==> config.mk <==
export PLATFORM = sky130hd
export DESIGN_NAME = positional_list_engine
export DESIGN_NICKNAME = d
export VERILOG_FILES = /design/src/sv/ple_pkg.sv /design/src/sv/ple_cell.sv /design/src/sv/positional_list_engine.sv
export SDC_FILE = /design/constraint.sdc
export NUM_CORES = 1
export LEC_CHECK = 0
export BUFFER_PORTS_ARGS = -buffer_cell sky130_fd_sc_hd__buf_4
export CORE_MARGIN = 1.5
export CORE_UTILIZATION = 44
export CTS_CLUSTER_SIZE = 40
export DETAILED_ROUTE_END_ITERATION = 16
export GPL_ROUTABILITY_DRIVEN = 0
export MAX_ROUTING_LAYER = met4
export SETUP_SLACK_MARGIN = 0.3
export SLEW_MARGIN = 20
export SYNTH_ARGS = -nofsm -noshare
export SYNTH_HDL_FRONTEND = slang
export SYNTH_HIERARCHICAL = 1
export SYNTH_SLANG_ARGS = --single-unit
==> constraint.sdc <==
create_clock -name clk_i -period 12.11 [get_ports clk_i]
set_clock_uncertainty 0.2 [all_clocks]
set_input_delay 1.211 -clock clk_i [delete_from_list [all_inputs] [get_ports clk_i]]
set_output_delay 1.211 -clock clk_i [all_outputs]
set_load 0.05 [all_outputs]
==> src/sv/ple_pkg.sv <==
`timescale 1ns / 1ps
// ----------------------------------------------------------------------------
// ple_pkg
// Shared types, codes and default sizes of the positional list engine.
// ----------------------------------------------------------------------------
package ple_pkg;

  localparam int CapacityDef  = 16;
  localparam int ElemWidthDef = 32;

  typedef enum logic [2:0] {
    CMD_ADD_FRONT = 3'd0,
    CMD_ADD_REAR  = 3'd1,
    CMD_DEL_FRONT = 3'd2,
    CMD_DEL_REAR  = 3'd3,
    CMD_INS_POS   = 3'd4,
    CMD_DEL_POS   = 3'd5
  } cmd_e;

  typedef enum logic [1:0] {
    ST_OK        = 2'd0,
    ST_UNDERFLOW = 2'd1,
    ST_RANGE     = 2'd2,
    ST_FULL      = 2'd3
  } status_e;

  // Operation broadcast to every cell of the row in the same cycle.
  typedef struct packed {
    logic ins;
    logic rem;
  } cell_op_t;

endpackage

==> src/sv/ple_cell.sv <==
`timescale 1ns / 1ps
// ----------------------------------------------------------------------------
// ple_cell
// One storage cell of the list row: holds one element and shifts it toward
// either neighbor when an element is inserted or removed in front of it.
// ----------------------------------------------------------------------------
module ple_cell #(
  parameter int ELEM_WIDTH = ple_pkg::ElemWidthDef,
  parameter int IDX_W      = 4,
  parameter int CELL_IDX   = 0
) (
  input  logic                  clk_i,
  input  ple_pkg::cell_op_t     op_i,
  input  logic [IDX_W-1:0]      idx_i,
  input  logic [ELEM_WIDTH-1:0] value_i,
  input  logic [ELEM_WIDTH-1:0] left_i,
  input  logic [ELEM_WIDTH-1:0] right_i,
  output logic [ELEM_WIDTH-1:0] data_o,
  output logic [ELEM_WIDTH-1:0] pick_o
);

  localparam logic [IDX_W-1:0] MyIdx = IDX_W'(CELL_IDX);

  logic [ELEM_WIDTH-1:0] data_q, data_d;
  logic                  hit, above;

  always_comb begin
    hit    = (idx_i == MyIdx);
    above  = (MyIdx > idx_i);
    data_d = data_q;
    if (op_i.ins) begin
      if (hit) begin
        data_d = value_i;
      end else if (above) begin
        data_d = left_i;
      end
    end else if (op_i.rem) begin
      // Cells at and behind the removed slot pull from their right neighbor.
      if (hit || above) begin
        data_d = right_i;
      end
    end
  end

  always_ff @(posedge clk_i) begin
    data_q <= data_d;
  end

  assign data_o = data_q;
  assign pick_o = hit ? data_q : '0;

endmodule

==> src/sv/positional_list_engine.sv <==
`timescale 1ns / 1ps
// A result appears in the output register in the cycle after its request is accepted.
// Throughput: one request per cycle if no result stalls; each insert or delete shifts the row.
// A request is taken while a result waits, as long as that result is taken in the same cycle.
// Reset clears the element count and the output valid; the cell contents are not reset.
// ----------------------------------------------------------------------------
// positional_list_engine
// Ordered list of up to CAPACITY elements held in a row of shifting cells,
// with add, delete and positional insert/delete requests.
// ----------------------------------------------------------------------------
module positional_list_engine #(
  parameter int CAPACITY   = ple_pkg::CapacityDef,
  parameter int ELEM_WIDTH = ple_pkg::ElemWidthDef,
  localparam int CNT_W     = $clog2(CAPACITY + 1),
  localparam int POS_W     = $clog2(CAPACITY + 2)
) (
  input  logic                  clk_i,
  input  logic                  rst_ni,
  input  logic                  in_valid_i,
  output logic                  in_stall_o,
  input  logic [2:0]            cmd_i,
  input  logic [POS_W-1:0]      position_i,
  input  logic [ELEM_WIDTH-1:0] value_i,
  output logic                  out_valid_o,
  input  logic                  out_stall_i,
  output logic [1:0]            status_o,
  output logic [ELEM_WIDTH-1:0] removed_value_o,
  output logic [CNT_W-1:0]      length_o,
  output logic                  is_empty_o
);

  localparam int IDX_W = $clog2(CAPACITY);
  localparam int CMP_W = ((CNT_W > POS_W) ? CNT_W : POS_W) + 1;
  localparam logic [CNT_W-1:0] FullCount = CNT_W'(CAPACITY);

  logic [CNT_W-1:0]      count_q, count_d;
  logic                  out_valid_q;
  logic [1:0]            status_q, status_d;
  logic [ELEM_WIDTH-1:0] removed_q, removed_d;
  logic [CNT_W-1:0]      length_q;
  logic                  empty_q;

  ple_pkg::cell_op_t     op;
  logic [IDX_W-1:0]      idx;
  logic                  accept;
  logic                  full, empty;
  logic [CMP_W-1:0]      pos_ext, cnt_ext;
  logic [CNT_W-1:0]      count_m1;
  logic [POS_W-1:0]      pos_m1;
  logic [ELEM_WIDTH-1:0] pick_or;

  logic [ELEM_WIDTH-1:0] cell_data [CAPACITY];
  logic [ELEM_WIDTH-1:0] cell_pick [CAPACITY];

  assign in_stall_o = out_valid_q & out_stall_i;
  assign accept     = in_valid_i & ~in_stall_o;

  always_comb begin
    full     = (count_q == FullCount);
    empty    = (count_q == '0);
    pos_ext  = CMP_W'(position_i);
    cnt_ext  = CMP_W'(count_q);
    count_m1 = count_q - CNT_W'(1);
    pos_m1   = position_i - POS_W'(1);
    status_d = ple_pkg::ST_OK;
    op       = '0;
    idx      = '0;
    case (cmd_i)
      ple_pkg::CMD_ADD_FRONT: begin
        if (full) begin
          status_d = ple_pkg::ST_FULL;
        end else begin
          op.ins = 1'b1;
        end
      end
      ple_pkg::CMD_ADD_REAR: begin
        idx = count_q[IDX_W-1:0];
        if (full) begin
          status_d = ple_pkg::ST_FULL;
        end else begin
          op.ins = 1'b1;
        end
      end
      ple_pkg::CMD_DEL_FRONT: begin
        if (empty) begin
          status_d = ple_pkg::ST_UNDERFLOW;
        end else begin
          op.rem = 1'b1;
        end
      end
      ple_pkg::CMD_DEL_REAR: begin
        idx = count_m1[IDX_W-1:0];
        if (empty) begin
          status_d = ple_pkg::ST_UNDERFLOW;
        end else begin
          op.rem = 1'b1;
        end
      end
      ple_pkg::CMD_INS_POS: begin
        idx = pos_m1[IDX_W-1:0];
        // The position check takes priority over the full check.
        if (position_i == '0 || pos_ext > cnt_ext + CMP_W'(1)) begin
          status_d = ple_pkg::ST_RANGE;
        end else if (full) begin
          status_d = ple_pkg::ST_FULL;
        end else begin
          op.ins = 1'b1;
        end
      end
      ple_pkg::CMD_DEL_POS: begin
        idx = pos_m1[IDX_W-1:0];
        if (position_i == '0 || pos_ext > cnt_ext) begin
          status_d = ple_pkg::ST_RANGE;
        end else begin
          op.rem = 1'b1;
        end
      end
      default: begin
      end
    endcase
    if (!accept) begin
      op = '0;
    end
  end

  generate
    for (genvar i = 0; i < CAPACITY; i++) begin : g_cell
      logic [ELEM_WIDTH-1:0] left, right;
      if (i == 0) begin : g_first
        assign left = '0;
      end else begin : g_mid_l
        assign left = cell_data[i-1];
      end
      if (i == CAPACITY - 1) begin : g_last
        assign right = cell_data[i];
      end else begin : g_mid_r
        assign right = cell_data[i+1];
      end
      ple_cell #(
        .ELEM_WIDTH(ELEM_WIDTH),
        .IDX_W     (IDX_W),
        .CELL_IDX  (i)
      ) u_cell (
        .clk_i  (clk_i),
        .op_i   (op),
        .idx_i  (idx),
        .value_i(value_i),
        .left_i (left),
        .right_i(right),
        .data_o (cell_data[i]),
        .pick_o (cell_pick[i])
      );
    end
  endgenerate

  always_comb begin
    pick_or = '0;
    for (int i = 0; i < CAPACITY; i++) begin
      pick_or = pick_or | cell_pick[i];
    end
    removed_d = op.rem ? pick_or : '0;
    count_d   = count_q;
    if (op.ins) begin
      count_d = count_q + CNT_W'(1);
    end else if (op.rem) begin
      count_d = count_m1;
    end
  end

  always_ff @(posedge clk_i or negedge rst_ni) begin
    if (!rst_ni) begin
      count_q     <= '0;
      out_valid_q <= 1'b0;
    end else begin
      count_q <= count_d;
      if (accept) begin
        out_valid_q <= 1'b1;
      end else if (!out_stall_i) begin
        out_valid_q <= 1'b0;
      end
    end
  end

  always_ff @(posedge clk_i) begin
    if (accept) begin
      status_q  <= status_d;
      removed_q <= removed_d;
      length_q  <= count_d;
      empty_q   <= (count_d == '0);
    end
  end

  assign out_valid_o     = out_valid_q;
  assign status_o        = status_q;
  assign removed_value_o = removed_q;
  assign length_o        = length_q;
  assign is_empty_o      = empty_q;

endmodule

# [Word-level counts from Yosys, hierarchy flattened]
# Cells that the tools add are included.
[totals] register_bits=558 in_bits=44 output_inout_bits=42
[classes] n_addsub=4 magnitude_cmp=18 eq_ne=37 mux=110 bitwise_logic=18 n_reduce_logical=58
[ops] op="32-bit 2-to-1 mux" count=93
[ops] op="32-bit bitwise OR" count=15
[ops] op="3-bit AND reduction" count=15
[ops] op="3-bit by 1-bit != test with 1-bit output (second input constant)" count=14
[ops] op="2-bit nonzero test" count=17
[ops] op="4-bit == test (second input constant)" count=8
[ops] op="4-bit greater-than comparator (first input constant)" count=8
[ops] op="1-bit logical OR" count=17
[ops] op="4-bit by 3-bit == test with 1-bit output (second input constant)" count=4
[ops] op="3-bit by 4-bit greater-than comparator with 1-bit output (first input constant)" count=4
[ops] op="5-bit zero test" count=3
[ops] op="4-bit case mux with 3 select lines" count=1
[ops] op="5-bit 2-to-1 mux" count=2
[ops] op="4-bit by 2-bit == test with 1-bit output (second input constant)" count=2
[ops] op="1-bit by 4-bit greater-than comparator with 1-bit output (first input constant)" count=2
[ops] op="2-bit by 4-bit greater-than comparator with 1-bit output (first input constant)" count=2
[ops] op="2-bit 2-to-1 mux" count=4
[ops] op="2-bit case mux with 4 select lines" count=1
[ops] op="1-bit 2-to-1 mux" count=7
[ops] op="5-bit by 1-bit adder with 6-bit output (second input constant)" count=1
[ops] op="3-bit by 2-bit == test with 1-bit output (second input constant)" count=2
[ops] op="3-bit == test (second input constant)" count=2
[ops] op="5-bit by 6-bit greater-than comparator with 1-bit output" count=1
[ops] op="2-bit OR reduction" count=3
[ops] op="other kinds (15)" count=17

# [Logic depth before layout (Yosys ltp)]
[depth] word_depth=20 depth_mapped=16

# [Modules after synthesis]
# The synthesis kept the hierarchy.
[modules_own_cells] mod="ple_cell at g_cell[11].u_cell ..." n_inst=2 cells_each=213 area_each_um2=1864.3 seq_area_each_um2=960.9
[modules_own_cells] mod="positional_list_engine" n_inst=1 cells_each=355 area_each_um2=3452.1 seq_area_each_um2=1351.3
[modules_own_cells] mod="ple_cell at g_cell[2].u_cell" n_inst=1 cells_each=177 area_each_um2=1906.8 seq_area_each_um2=960.9
[modules_own_cells] mod="ple_cell at g_cell[1].u_cell" n_inst=1 cells_each=177 area_each_um2=1904.3 seq_area_each_um2=960.9
[modules_own_cells] mod="ple_cell at g_cell[10].u_cell" n_inst=1 cells_each=178 area_each_um2=1900.6 seq_area_each_um2=960.9
[modules_own_cells] mod="ple_cell at g_cell[12].u_cell" n_inst=1 cells_each=177 area_each_um2=1899.3 seq_area_each_um2=960.9
[modules_own_cells] mod="ple_cell at g_cell[9].u_cell" n_inst=1 cells_each=177 area_each_um2=1896.8 seq_area_each_um2=960.9
[modules_own_cells] mod="ple_cell at g_cell[6].u_cell" n_inst=1 cells_each=177 area_each_um2=1895.6 seq_area_each_um2=960.9
[modules_own_cells] mod="ple_cell at g_cell[5].u_cell" n_inst=1 cells_each=177 area_each_um2=1894.3 seq_area_each_um2=960.9
[modules_own_cells] mod="ple_cell at g_cell[3].u_cell" n_inst=1 cells_each=177 area_each_um2=1891.8 seq_area_each_um2=960.9
[modules_own_cells] mod="ple_cell at g_cell[4].u_cell" n_inst=1 cells_each=177 area_each_um2=1880.6 seq_area_each_um2=960.9
[modules_own_cells] mod="ple_cell at g_cell[8].u_cell" n_inst=1 cells_each=178 area_each_um2=1878.1 seq_area_each_um2=960.9
[modules_own_cells] mod="ple_cell at g_cell[0].u_cell" n_inst=1 cells_each=176 area_each_um2=1874.3 seq_area_each_um2=960.9
[modules_own_cells] mod="ple_cell at g_cell[14].u_cell" n_inst=1 cells_each=213 area_each_um2=1866.8 seq_area_each_um2=960.9
[modules_own_cells] mod="+2 rows"

# [Worst setup path after synthesis]
# OpenSTA, ideal clock, no wires.
[synth_path] kind="input -> register" start="input in_valid_i" end="register g_cell[2].u_cell.data_q[0] (enable)" setup_ns=0.594 t_arrival_ns=10.116 required_ns=11.316 slack_ns=1.200 stages=8 cell_sequence="a21boi_1 -> inv_1 -> a211o_1 -> or2_1 -> buf_6 -> inv_1 -> nor2_1 -> a2111oi_0"
[synth_lines] item="start, declared" line="positional_list_engine.sv:19" rtl="input logic in_valid_i,"
[synth_lines] item="end signal, assigned" line="ple_cell.sv:46" rtl="data_q <= data_d;"
[synth_lines] item="end, declared" line="ple_cell.sv:24" rtl="logic [ELEM_WIDTH-1:0] data_q, data_d;"

==> impl_metrics.yaml <==
run_status:
  outcome: "complete, no violations"
setup_path:
  critical-path-top-cell-by-count: "sky130_fd_sc_hd__ha_1"
  worst-endpoint-required_ns: 12.21
  r2r.worst_path.cells: 12
  endpoint_kind: "flip-flop"
  critPathMaxStageDelay_ns: 0.92
  cp.arrival_ns: 6.13
  path_cells: "ha_1 > nand3_1 > xnor2_1 > ha_1 > a21o_1 > o21ai_2 > a21boi_4 > or2_1 > inv_8 > buf_12 > buf_4 > a31oi_1"
  critical_path_class: "reg2reg"
  critPathMaxFanout: 272
  critical_path_cell_count: 12
  worst_path_dominant_cell_family: "buffers and inverters"
  setup_crit_start_kind: "flip-flop"
  crit_slowest_cell: "sky130_fd_sc_hd__buf_4"
  worstPathBufferInverterCount: 3
synth:
  synth_enable_flop_cells: 552
  ys.flop_type: "sky130_fd_sc_hd__edfxtp_1"
  post_synth_instance_area_um2: 33580
  netlist_top_cells_area: "sky130_fd_sc_hd__edfxtp_1, sky130_fd_sc_hd__mux2i_1, sky130_fd_sc_hd__and2_1"
  synth.lib_cells_used.distinct: 66
  synth_top_cells_by_count: "sky130_fd_sc_hd__nor2_1, sky130_fd_sc_hd__edfxtp_1, sky130_fd_sc_hd__and2_1, sky130_fd_sc_hd__a21oi_1, sky130_fd_sc_hd__mux2i_1"
  postSynthAreaPerCell_um2: 9.974
  top_area_cell_type_share_of_the_netlist_area_pct: 49.36
  ys_ff_latch: 558
  synth_cells: 3367
  ys_async_sr_fraction_pct: 1.075
  synth_most_common_cell: "sky130_fd_sc_hd__nor2_1"
  synth_top_area_cell: "sky130_fd_sc_hd__edfxtp_1"
  synth_seq_area_share_pct: 49.81
  yosysWarningCount: 6
floorplan:
  die_boundary_height_um: 279.3
  placement_rows: 101
  die_area_um2: 77990
  core_area_um2: 75700
  die_w_um: 279.3
  initial_core_util_pct: 44.36
  num_io_pins: 86
drt:
  drt_wl_total_mm: 99.95
  avgRoutedWirePerCell_um: 22.69
  route.detailed.vias_per_inst: 5.776
  first_pass_drt_iterations: 6
  post-route-drc-count: 0
  drtAntennaViolNets: 0
  drt_first_iter_violations: 2533
  via_count: 25440
cts:
  postCtsSetupBuffers: 0
  post_cts_resized: 0
  max-clock-path-buffers: 3
  cts.sinks: 558
  cts_made_buffers: 69
  cts_hold_buffers: 0
  cts_max_level: 3
  clock_tree.root_cell: "sky130_fd_sc_hd__clkbuf_16"
  clkSlewWorstSetupHoldPaths_ns: 0.07
  clk-insertion-delay-late_ns: 0.62
  tritoncts: "done"
place:
  dp_hpwl_mm: 55.43
  io_buffer_count: 85
power_and_ir_drop:
  vdd_drop_max_v: 0.0001531
  power_density_nw_per_um2: 177.1
  power.leakage_nw: 12.96
sta:
  hold_slack_ns: 0.1899
  final.period_utilization_pct: 49.75
  slew_violations: 0
  finalWorstPathRequiredPeriod_ns: 6.025
  hold_viol: 0
  max-slew-margin-rel_pct: 20.42
  setup_viol_count_final: 0
  max_clock_freq_mhz: 166.0
  setup_tns_ns: 0
  grt_setup_unrepaired: "false"
  worst_slew_pin_slew_ns: 1.194
layout:
  areaGrowthSynthToFinish_pct: 9.606
  design.final.nets: 3426
  final.fill_count: 7009
  drive_gt1_share_pct: 8.716
grt:
  grt_start_max_net_pins: 273
  grt_first_pass_wirelength_mm: 149.1
  global_route_total_overflow: 0
  grt_util_all_layers_pct: 26.00
  grt_pass1_vias: 23560
  antenna_found_initial: 6
worst_hold_path:
  hold_path.class: "in2async"
flow_run:
  timing.max_cap.violations: 0
==> worst register-to-register path, cell delays in order, from the launching register on <==
cell,delay (ns)
sky130_fd_sc_hd__dfrtp_1,0.54
sky130_fd_sc_hd__ha_1,0.27
sky130_fd_sc_hd__nand3_1,0.11
sky130_fd_sc_hd__xnor2_1,0.33
sky130_fd_sc_hd__ha_1,0.33
sky130_fd_sc_hd__a21o_1,0.20
sky130_fd_sc_hd__o21ai_2,0.23
sky130_fd_sc_hd__a21boi_4,0.11
sky130_fd_sc_hd__or2_1,0.39
sky130_fd_sc_hd__inv_8,0.71
sky130_fd_sc_hd__buf_12,0.82
sky130_fd_sc_hd__buf_4,1.22
sky130_fd_sc_hd__a31oi_1,0.26
==> layout by cell type (no fill, tap or decap), types with 11 or more instances in the layout <==
| cell | instances |
|---|---|
| sky130_fd_sc_hd__a31oi_1 | 161 |
| sky130_fd_sc_hd__buf_4 | 143 |
| sky130_fd_sc_hd__clkinv_1 | 16 |
| sky130_fd_sc_hd__conb_1 | 32 |
| sky130_fd_sc_hd__clkbuf_1 | 11 |
| sky130_fd_sc_hd__mux2i_1 | 354 |
| sky130_fd_sc_hd__clkbuf_16 | 72 |
| sky130_fd_sc_hd__nand2_1 | 324 |
| sky130_fd_sc_hd__and2_1 | 513 |
| sky130_fd_sc_hd__a21oi_1 | 359 |
| sky130_fd_sc_hd__ha_1 | 15 |
| sky130_fd_sc_hd__edfxtp_1 | 552 |
| sky130_fd_sc_hd__nor2_1 | 558 |
| sky130_fd_sc_hd__nor4_1 | 128 |
| sky130_fd_sc_hd__and4_1 | 32 |
==> cell families after synthesis <==
family          count (synthesis)  share of synthesized area (%)
mux                           354                          10.55
fa+ha+maj                      15                         0.5589
compound gates                561                          9.427
buf+inv                       263                          5.321
flops                         558                          49.81
simple gates                 1604                          24.04
xor+xnor                       11                         0.2869
other cells                     1                        0.01117
==> cell type report <==
type | count | area, um2 | share of cell area, %
Antenna cell | 7 | 17.52 | 0.04759
Clock buffer | 83 | 1843 | 5.007
Clock inverter | 40 | 416.7 | 1.132
Inverter | 16 | 67.56 | 0.1836
Multi-Input combinational cell | 2577 | 15410 | 41.86
Sequential cell | 558 | 16730 | 45.44
Tap cell | 978 | 1224 | 3.325
Timing Repair Buffer | 145 | 1105 | 3.002
==> routing by layer <==
layer	vias up	share of wire [%]	track usage (%)
met4	0	2.8	7.637
met2	910	47	40.90
met5	-	0	-
met1	12320	44	34.86
met3	162	6.6	3.849
li1	12050	-	-
==> final timing paths <==
kind	from	end	slack [ns]
max	count_q[0]$_DFF_PN0_	g_cell[13].u_cell/data_o[22]$_DFFE_PP_	6.08
min	rst_ni	count_q[1]$_DFF_PN0_	0.19
max reg2reg	count_q[0]$_DFF_PN0_	g_cell[13].u_cell/data_o[22]$_DFFE_PP_	6.08
min reg2reg	g_cell[11].u_cell/data_o[22]$_DFFE_PP_	g_cell[10].u_cell/data_o[22]$_DFFE_PP_	0.41
max in group asynchronous	rst_ni	count_q[0]$_DFF_PN0_	11.40
min in group clk_i	g_cell[11].u_cell/data_o[22]$_DFFE_PP_	g_cell[10].u_cell/data_o[22]$_DFFE_PP_	0.41
==> sequential cells by signal (all words and copies together) (netlist names) <==
signal,cells
out_valid_o,1
is_empty_o,1
removed_value_o,32
status_o,2
count_q,5
g_cell.u_cell/data_o,512
length_o,5
==> metrics by stage <==
step,std cells,worst slack (ns),util [%],area (um2),power (W)
6_report,4404,6.085,48.62,36810,0.006517
5_1_grt,4402,5.843,48.62,36800,0.006801
4_1_cts,4397,6.257,48.60,36790,0.006551
3_5_place_dp,4274,5.649,45.61,34530,0.004427
3_3_place_gp,4274,5.718,45.61,34530,0.004407
2_1_floorplan,3398,1.200,-,33700,0.003901
==> report_power, final <==
| group | switching, W | internal (W) | leakage [nW] |
|---|---|---|---|
| Combinational | 0.00111 | 0.000583 | 6.69 |
| Sequential | 0.000178 | 0.00253 | 5.17 |
| Clock | 0.000858 | 0.00126 | 1.10 |
| Total | 0.00215 | 0.00437 | 13.0 |
Note: power is estimated with default switching activity, not from simulation.
